$ cat config.mk
export PLATFORM = sky130hd
export DESIGN_NAME = two_list_time_slice_scheduler
export DESIGN_NICKNAME = d
export VERILOG_FILES = /design/src/rtl/core/tls_pkg.sv /design/src/rtl/core/tls_cell.sv /design/src/rtl/core/tls_stack.sv /design/src/rtl/core/two_list_time_slice_scheduler.sv
export SDC_FILE = /design/constraint.sdc
export NUM_CORES = 2
export LEC_CHECK = 0
export ABC_CLOCK_PERIOD_IN_PS = 31200
export BUFFER_PORTS_ARGS = -buffer_cell sky130_fd_sc_hd__buf_4
export CORE_MARGIN = 5
export CORE_UTILIZATION = 46
export CTS_CLUSTER_DIAMETER = 150
export DETAILED_ROUTE_END_ITERATION = 12
export PLACE_DENSITY_LB_ADDON = 0.05
export RECOVER_POWER = 50
export SYNTH_ARGS = -nofsm -noshare
export SYNTH_HDL_FRONTEND = slang
export SYNTH_SLANG_ARGS = --single-unit
$ cat constraint.sdc
create_clock -name clock -period 31.2 [get_ports clock]
set_input_delay 6.24 -clock clock [delete_from_list [all_inputs] [get_ports clock]]
set_output_delay 6.24 -clock clock [all_outputs]
set_load 0.05 [all_outputs]
$ cat src/rtl/core/tls_pkg.sv
`timescale 1ns / 1ps
`default_nettype none
// ----------------------------------------------------------------------------
// tls_pkg
// Shared types and constants of the two-list time-slice scheduler: item
// layouts, the control state machine states and the list shift controls.
// ----------------------------------------------------------------------------
package tls_pkg;

   // default sizes
   localparam int MAX_TASKS_DEF     = 64;
   localparam int PRIORITY_BITS_DEF = 8;

   // fixed field widths
   localparam int TASK_ID_W       = 6;
   localparam int TASK_PRIORITY_W = 8;

   // action codes
   typedef enum logic {
      ACT_YIELD = 1'b0,
      ACT_ADD   = 1'b1
   } action_type;

   // input item
   typedef struct packed {
      logic                       action;
      logic [TASK_ID_W-1:0]       task_id;
      logic [TASK_PRIORITY_W-1:0] task_priority;
      logic                       list_select;
      logic                       current_runnable;
   } req_type;

   // result item
   typedef struct packed {
      logic                 run_valid;
      logic [TASK_ID_W-1:0] run_task;
      logic                 no_task;
      logic                 add_rejected;
   } rsp_type;

   // control sequencer states
   typedef enum logic [1:0] {
      ST_IDLE,
      ST_EXEC,
      ST_POP
   } state_type;

   // shift controls for one list
   typedef struct packed {
      logic push;
      logic pop;
   } stack_ctl_type;

endpackage : tls_pkg
`default_nettype wire

$ cat src/rtl/core/tls_cell.sv
`timescale 1ns / 1ps
`default_nettype none
// ----------------------------------------------------------------------------
// tls_cell
// One entry of a task list: loads its upper neighbor on a push and its lower
// neighbor on a pop, holds otherwise.
// ----------------------------------------------------------------------------
module tls_cell
   import tls_pkg::*;
#(
   parameter int ENTRY_W = TASK_ID_W + PRIORITY_BITS_DEF
) (
   input  wire logic               clock,
   input  wire stack_ctl_type      ctl,
   input  wire logic [ENTRY_W-1:0] from_prev,
   input  wire logic [ENTRY_W-1:0] from_next,
   output logic      [ENTRY_W-1:0] entry_q
);

   logic [ENTRY_W-1:0] entry_ff;
   logic [ENTRY_W-1:0] entry_in;

   // shift toward the tail on push, toward the head on pop
   always_comb begin
      entry_in = entry_ff;
      if (ctl.push) begin
         entry_in = from_prev;
      end else if (ctl.pop) begin
         entry_in = from_next;
      end
   end

   always_ff @(posedge clock) begin
      entry_ff <= entry_in;
   end

   assign entry_q = entry_ff;

endmodule : tls_cell
`default_nettype wire

$ cat src/rtl/core/tls_stack.sv
`timescale 1ns / 1ps
`default_nettype none
// ----------------------------------------------------------------------------
// tls_stack
// Last-in-first-out task list built as a chain of shifting cells with the
// head in the first cell, plus a fill count.
// ----------------------------------------------------------------------------
module tls_stack
   import tls_pkg::*;
#(
   parameter int DEPTH   = MAX_TASKS_DEF,
   parameter int ENTRY_W = TASK_ID_W + PRIORITY_BITS_DEF
) (
   input  wire logic               clock,
   input  wire logic               reset,
   input  wire stack_ctl_type      ctl,
   input  wire logic [ENTRY_W-1:0] push_entry,
   output logic      [ENTRY_W-1:0] head,
   output logic                    full,
   output logic                    empty
);

   localparam int CW = $clog2(DEPTH + 1);

   logic [CW-1:0]      count_ff;
   logic [CW-1:0]      count_in;
   logic [ENTRY_W-1:0] cell_q [DEPTH];

   // fill count
   always_comb begin
      count_in = count_ff;
      if (ctl.push) begin
         count_in = count_ff + 1'b1;
      end else if (ctl.pop) begin
         count_in = count_ff - 1'b1;
      end
   end

   always_ff @(posedge clock) begin
      if (reset) begin
         count_ff <= '0;
      end else begin
         count_ff <= count_in;
      end
   end

   assign full  = (count_ff == CW'(DEPTH));
   assign empty = (count_ff == '0);
   assign head  = cell_q[0];

   // chain of cells
   for (genvar i = 0; i < DEPTH; i++) begin : g_cell
      logic [ENTRY_W-1:0] prev_d;
      logic [ENTRY_W-1:0] next_d;

      if (i == 0) begin : g_first
         assign prev_d = push_entry;
      end else begin : g_mid_prev
         assign prev_d = cell_q[i-1];
      end

      if (i == DEPTH - 1) begin : g_last
         assign next_d = cell_q[i];
      end else begin : g_mid_next
         assign next_d = cell_q[i+1];
      end

      tls_cell #(
         .ENTRY_W (ENTRY_W)
      ) u_cell (
         .clock     (clock),
         .ctl       (ctl),
         .from_prev (prev_d),
         .from_next (next_d),
         .entry_q   (cell_q[i])
      );
   end

endmodule : tls_stack
`default_nettype wire

$ cat src/rtl/core/two_list_time_slice_scheduler.sv
`timescale 1ns / 1ps
`default_nettype none
// ----------------------------------------------------------------------------
// two_list_time_slice_scheduler
// Task dispatcher with two LIFO task lists held in shifting cell chains, an
// active-list bit and the current task with its remaining slice.
// ----------------------------------------------------------------------------
// Sequence: an add or a reissued yield is captured in ST_IDLE and loads the
// result register from ST_EXEC; a yield that dispatches from a list re-queues
// into one list in ST_EXEC, then flips and pops in ST_POP.
// Throughput: the sequencer works on one item at a time; the result register
// lets the next item in early.
// Reset: counts, active bit, current task and slice clear; list cells are
// not cleared and no clearing pass runs.
// ----------------------------------------------------------------------------
module two_list_time_slice_scheduler
   import tls_pkg::*;
#(
   parameter int MAX_TASKS     = MAX_TASKS_DEF,
   parameter int PRIORITY_BITS = PRIORITY_BITS_DEF
) (
   input  wire logic    clock,
   input  wire logic    reset,
   input  wire logic    req_valid,
   output logic         req_stall,
   input  wire req_type req_data,
   output logic         rsp_valid,
   input  wire logic    rsp_stall,
   output rsp_type      rsp_data
);

   localparam int PW      = PRIORITY_BITS;
   localparam int ENTRY_W = TASK_ID_W + PW;

   state_type            state_ff, state_in;
   req_type              item_ff, item_in;
   rsp_type              rsp_ff, rsp_in;
   logic                 rsp_valid_ff, rsp_valid_in;
   logic                 active_ff, active_in;
   logic [TASK_ID_W-1:0] cur_task_ff, cur_task_in;
   logic [PW-1:0]        cur_prio_ff, cur_prio_in;
   logic                 cur_valid_ff, cur_valid_in;
   logic [PW-1:0]        slice_ff, slice_in;

   stack_ctl_type        ctl0, ctl1;
   logic [ENTRY_W-1:0]   push_d, head0, head1, head_sel;
   logic                 full0, full1, empty0, empty1;
   logic [PW-1:0]        add_prio, dec_slice;
   logic                 out_free, reissue, requeue, pick, pick_empty, tgt_full;

   // keep the low priority bits of an added task, zero-extended if PW is wider
   if (PW <= TASK_PRIORITY_W) begin : g_prio_trunc
      assign add_prio = item_ff.task_priority[PW-1:0];
   end else begin : g_prio_ext
      assign add_prio = {{(PW - TASK_PRIORITY_W){1'b0}}, item_ff.task_priority};
   end

   assign out_free  = !rsp_valid_ff || !rsp_stall;
   assign dec_slice = (slice_ff != '0) ? (slice_ff - 1'b1) : '0;
   assign reissue   = (dec_slice != '0) && cur_valid_ff && item_ff.current_runnable;
   assign requeue   = cur_valid_ff && item_ff.current_runnable;

   // list chosen for the pop: flip when the active one is empty
   assign pick       = (active_ff ? empty1 : empty0) ? !active_ff : active_ff;
   assign pick_empty = pick ? empty1 : empty0;
   assign head_sel   = pick ? head1 : head0;

   // sequencer, next state and list controls
   always_comb begin
      state_in     = state_ff;
      item_in      = item_ff;
      rsp_in       = rsp_ff;
      rsp_valid_in = rsp_valid_ff && rsp_stall;
      active_in    = active_ff;
      cur_task_in  = cur_task_ff;
      cur_prio_in  = cur_prio_ff;
      cur_valid_in = cur_valid_ff;
      slice_in     = slice_ff;
      ctl0         = '0;
      ctl1         = '0;
      push_d       = {cur_task_ff, cur_prio_ff};
      tgt_full     = 1'b0;

      case (state_ff)
         ST_IDLE: begin
            if (req_valid) begin
               item_in  = req_data;
               state_in = ST_EXEC;
            end
         end
         ST_EXEC: begin
            if (item_ff.action == ACT_ADD) begin
               // push onto the chosen list unless full
               tgt_full = item_ff.list_select ? full1 : full0;
               push_d   = {item_ff.task_id, add_prio};
               if (out_free) begin
                  ctl0.push    = !item_ff.list_select && !full0;
                  ctl1.push    = item_ff.list_select && !full1;
                  rsp_in       = '0;
                  rsp_in.add_rejected = tgt_full;
                  rsp_valid_in = 1'b1;
                  state_in     = ST_IDLE;
               end
            end else if (reissue) begin
               // slice remains: run the current task again
               if (out_free) begin
                  slice_in         = dec_slice;
                  rsp_in           = '0;
                  rsp_in.run_valid = 1'b1;
                  rsp_in.run_task  = cur_task_ff;
                  rsp_valid_in     = 1'b1;
                  state_in         = ST_IDLE;
               end
            end else begin
               // re-queue a runnable task onto the inactive list
               if (requeue) begin
                  ctl0.push = active_ff && !full0;
                  ctl1.push = !active_ff && !full1;
               end
               slice_in     = dec_slice;
               cur_valid_in = 1'b0;
               state_in     = ST_POP;
            end
         end
         ST_POP: begin
            if (out_free) begin
               active_in    = pick;
               rsp_in       = '0;
               rsp_valid_in = 1'b1;
               state_in     = ST_IDLE;
               if (!pick_empty) begin
                  ctl0.pop         = !pick;
                  ctl1.pop         = pick;
                  cur_task_in      = head_sel[ENTRY_W-1 -: TASK_ID_W];
                  cur_prio_in      = head_sel[PW-1:0];
                  cur_valid_in     = 1'b1;
                  slice_in         = head_sel[PW-1:0];
                  rsp_in.run_valid = 1'b1;
                  rsp_in.run_task  = head_sel[ENTRY_W-1 -: TASK_ID_W];
               end else begin
                  slice_in       = '0;
                  rsp_in.no_task = 1'b1;
               end
            end
         end
         default: begin
            state_in = ST_IDLE;
         end
      endcase
   end

   // control state
   always_ff @(posedge clock) begin
      if (reset) begin
         state_ff     <= ST_IDLE;
         rsp_valid_ff <= 1'b0;
         active_ff    <= 1'b0;
         cur_task_ff  <= '0;
         cur_prio_ff  <= '0;
         cur_valid_ff <= 1'b0;
         slice_ff     <= '0;
      end else begin
         state_ff     <= state_in;
         rsp_valid_ff <= rsp_valid_in;
         active_ff    <= active_in;
         cur_task_ff  <= cur_task_in;
         cur_prio_ff  <= cur_prio_in;
         cur_valid_ff <= cur_valid_in;
         slice_ff     <= slice_in;
      end
   end

   // payload registers
   always_ff @(posedge clock) begin
      item_ff <= item_in;
      rsp_ff  <= rsp_in;
   end

   // the two task lists
   tls_stack #(
      .DEPTH   (MAX_TASKS),
      .ENTRY_W (ENTRY_W)
   ) u_list0 (
      .clock      (clock),
      .reset      (reset),
      .ctl        (ctl0),
      .push_entry (push_d),
      .head       (head0),
      .full       (full0),
      .empty      (empty0)
   );

   tls_stack #(
      .DEPTH   (MAX_TASKS),
      .ENTRY_W (ENTRY_W)
   ) u_list1 (
      .clock      (clock),
      .reset      (reset),
      .ctl        (ctl1),
      .push_entry (push_d),
      .head       (head1),
      .full       (full1),
      .empty      (empty1)
   );

   assign req_stall = (state_ff != ST_IDLE);
   assign rsp_valid = rsp_valid_ff;
   assign rsp_data  = rsp_ff;

endmodule : two_list_time_slice_scheduler
`default_nettype wire

==> metrics.md <==
| Metric | Value |
|---|---|
| Vias in the first global route | approximately 43,000 |
| Clock Pin Slew Worst Setup and Hold Paths | 0.06 ns |
| Largest net degree at the start of global routing | 219 |
| Number of antenna violations at the first check in global routing | 0 |
| WL per Instance | around 15 µm |
| Final Skew | 0.0225 ns |
| Startpoint types | input port |
| Clk root buf | clkbuf_16 |
| PostCTS Resize Cnt | 0 |
| Setup Viol. Count Final | 0 |
| Worst R2R Path Depth | 10 |
| Drt initial violations | 3,321 |
| Worst-skew pair later-pin latency | 0.80 ns |
| Post-Syn Nets | 6,076 |
| Synth top area cells | edfxtp_1 (69%), nand2_1 (12%), mux2_2 (9.9%) |
| Hold Buf Count CTS | 0 |
| Share of layout cells above drive strength 1 | 17.2% |
| Setup TNS | 0 ns |
| Placer congestion estimate | 0.736 |
| Worst-margin pin slew | 9.94 ns |
| Number of fill cells in the layout | 15,200 |
| Final Slew Violations | 1,835 |
| TritonRoute pass-1 iters | 6 |
| Top cell type's share of synthesized area | 68.5% |
| Commonest cells after routing, fill and taps aside | nand2_1 (2,646), edfxtp_1 (1,818), mux2_2 (701) |
| Via count | 42,900 |
| VDD IR max | 0.0405 mV |
| Final Instance Area | 0.0871 mm² |
| Cell Area, Synth | 0.0797 mm² |
| PortBufs | 31 |
| Post-synth EDFFs | 1,818 |
| Max cap viols | 19 |
| CTS Sinks | 1,859 |
| Tmin final | ~19 ns |
| R2r endpoint | u_list0.g_cell[11].u_cell.entry_q[0] |
| DRC Markers | 0 |
| Mapped Avg Cell Area | 13.2 µm² |
| Fmax | 52.3 MHz |
| Worst Setup SP | rsp_stall |
| Critical path class | input port to flip-flop |
| Post-CTS setup buffers | 0 |
| Worst R2R Setup Slack | about 15 ns |
| HP Start | u_list0.g_cell[62].u_cell.entry_q[0] |
| Synth async-reset ratio | 0% |
| RSZ-0062 raised after global routing | false |
| Commonest non-fill, non-tap cell in the layout | nand2_1 |
| Die Wd | 426 µm |
| Die ar. | ~0.18 mm² |
| Total power | 5.30 mW |
| Required time worst endpoint | around 31 ns |
| Fin. Hold Viols | 0 |
| Storage element area | around 0.055 mm² |
| Final #Nets | 6,036 |
| Seq/Total Area, Yosys | 69.6% |
| CTS buffer count | 199 |
| Power Dens Cells | 60.8 mW/mm² |
| Synth warnings | 0 |
| Worst hold path depth | 0 |
| CTS max path bufs | 3 |
| Synth area leader | edfxtp_1 |
| Fin crit share | 61.2% |
| Multi-input logic area | around 0.022 mm² |
| Area growth syn-to-layout | 9.39% |
| Total congestion overflow | 0 |
| Setup crit end kind | flip-flop |
| CTS tree | built |
| Status | finished with violations |
| Crit path max fanout | about 200 |
| Post-Route WL | approximately 130,000 µm |
| Dpl hpwl | 70,600 µm |
| Global-route wire length before repair | 217,000 µm |
| Failing checks | capacitance limit, slew limit |
| FP Rows | 152 |
| Tot GR Track Use | 14.0% |
| Die height | 426 µm |
| Pleak | 28.0 nW |
| Worst EP arrival | 19.19 ns |
| Routed Antenna Nets | 0 |
| Flops & latches, synth | between 1,500 and 2,000 |
| Hold WS | around 0.45 ns |
| I/O pin cnt | 32 |
| Mapped Cells | 6,037 |
| Initial core utilization | a little under half |
| Rel. slew slack | -563% |
| FF-to-FF Start | slice_ff[0] |
| Synth Flop Type | edfxtp_1 |
| Htree depth | 4 |
| WHS Endpoint | u_list0.g_cell[63].u_cell.entry_q[0] |
| Placement Cell Area | 0.0817 mm² |
| Core area | 0.172 mm² |
| Hold Path Class | flip-flop to flip-flop |
| Synth unique cells | between 50 and 60 |
| Via density | 5.07 |
==> through the flow <==
step	cells	worst slack, ns	util [%]
floorplan	6037	3.81	-
global placement	8106	19.16	47.5
detailed placement	8106	19.08	47.5
CTS	8468	20.00	51.1
global route	8468	10.42	50.7
finish	8469	12.09	50.7
==> cell type report <==
type | instances | area share [%]
antenna | 1 | 0.00287
clock buffer | 258 | 6.11
clock inverter | 104 | 0.974
inverter | 17 | 0.0775
multi-input combinational | 3845 | 25.4
sequential | 1859 | 63.6
tap | 2310 | 3.32
timing repair buffer | 75 | 0.566
==> cells in the mapped netlist (all sizes together) (2+ instances only) <==
library cell  number
a32oi              5
mux2             880
o21a               4
nand2           2646
or2                7
a211o              2
o21ai             30
dfxtp             41
a21boi             2
o21bai             4
clkbuf           134
nor2b              8
a21oi             80
or3               10
o2111ai            2
o211ai             2
buf              182
nand2b             5
or4                3
inv               17
edfxtp          1818
nand4              2
and2               7
or4b               2
xnor2              2
mux2i             24
o31a               2
a211oi             5
a21o               7
nor2              33
o22a               2
o31ai              5
fa                 2
a31o               3
xor2               4
nor4               5
o22ai              4
nor3              10
nand3              7
ha                16
o221ai             2
==> critical path: stages <==
cell and delay [ns]:
clkbuf_1 0.09, nand2_1 0.36, nand4b_1 0.27, o31ai_1 0.57
a21oi_1 0.20, clkbuf_1 0.34, clkinvlp_2 3.63, clkbuf_1 7.22
==> power breakdown <==
part	total (mW)	switching, mW	internal [mW]
Combinational	0.230	0.154	0.0753
Clock	2.25	0.950	1.30
Sequential	2.82	0.0228	2.79
==> flip-flops by register name, summed over array words and instances, names as in the netlist, 7 cells and up <==
| signal | cells |
|---|---|
| add_prio | 8 |
| u_list0.count_ff | 7 |
| rsp_data | 9 |
| u_list1.g_cell.u_cell.entry_q | 896 |
| item_ff | 9 |
| u_list0.g_cell.u_cell.entry_q | 896 |
| u_list1.count_ff | 7 |
| cur_prio_ff | 8 |
| slice_ff | 8 |
==> worst max path at each step <==
stage,to,slack [ns],cells after the start
global placement,u_list1.g_cell[23].u_cell.entry_q[9],19.16,9
global route,u_list0.g_cell[24].u_cell.entry_q[2],10.42,8
finish,u_list0.g_cell[11].u_cell.entry_q[0],12.09,8
detailed placement,u_list1.g_cell[45].u_cell.entry_q[9],19.08,9
floorplan,u_list1.g_cell[0].u_cell.entry_q[0],3.81,6
CTS,u_list1.g_cell[48].u_cell.entry_q[9],20.00,9
==> cell families (layout without fill, tap and decap cells) <==
family,count (synthesis),count (layout),synth area share (%)
muxes,904,904,13.6
DFF,1859,1859,69.6
and+or+nand+nor,2750,2750,13.2
AOI/OAI and AO/OA,167,167,1.28
adders and majority gates,18,18,0.302
other,0,1,0
buffers and inverters,333,454,2.01
xor gates and xnor gates,6,6,0.0660
==> metal layers <==
layer | up-vias | wire length [µm] | share of wire (%) | global-route usage [%]
li1 | 21000 | - | - | -
met1 | 21200 | 63600 | 49 | 19.6
met2 | 452 | 59800 | 46 | 22.3
met3 | 226 | 4470 | 3.4 | 2.73
met4 | 0 | 3110 | 2.4 | 4.41
met5 | - | 0 | 0 | 0
Note: power is estimated with default switching activity, not from simulation.
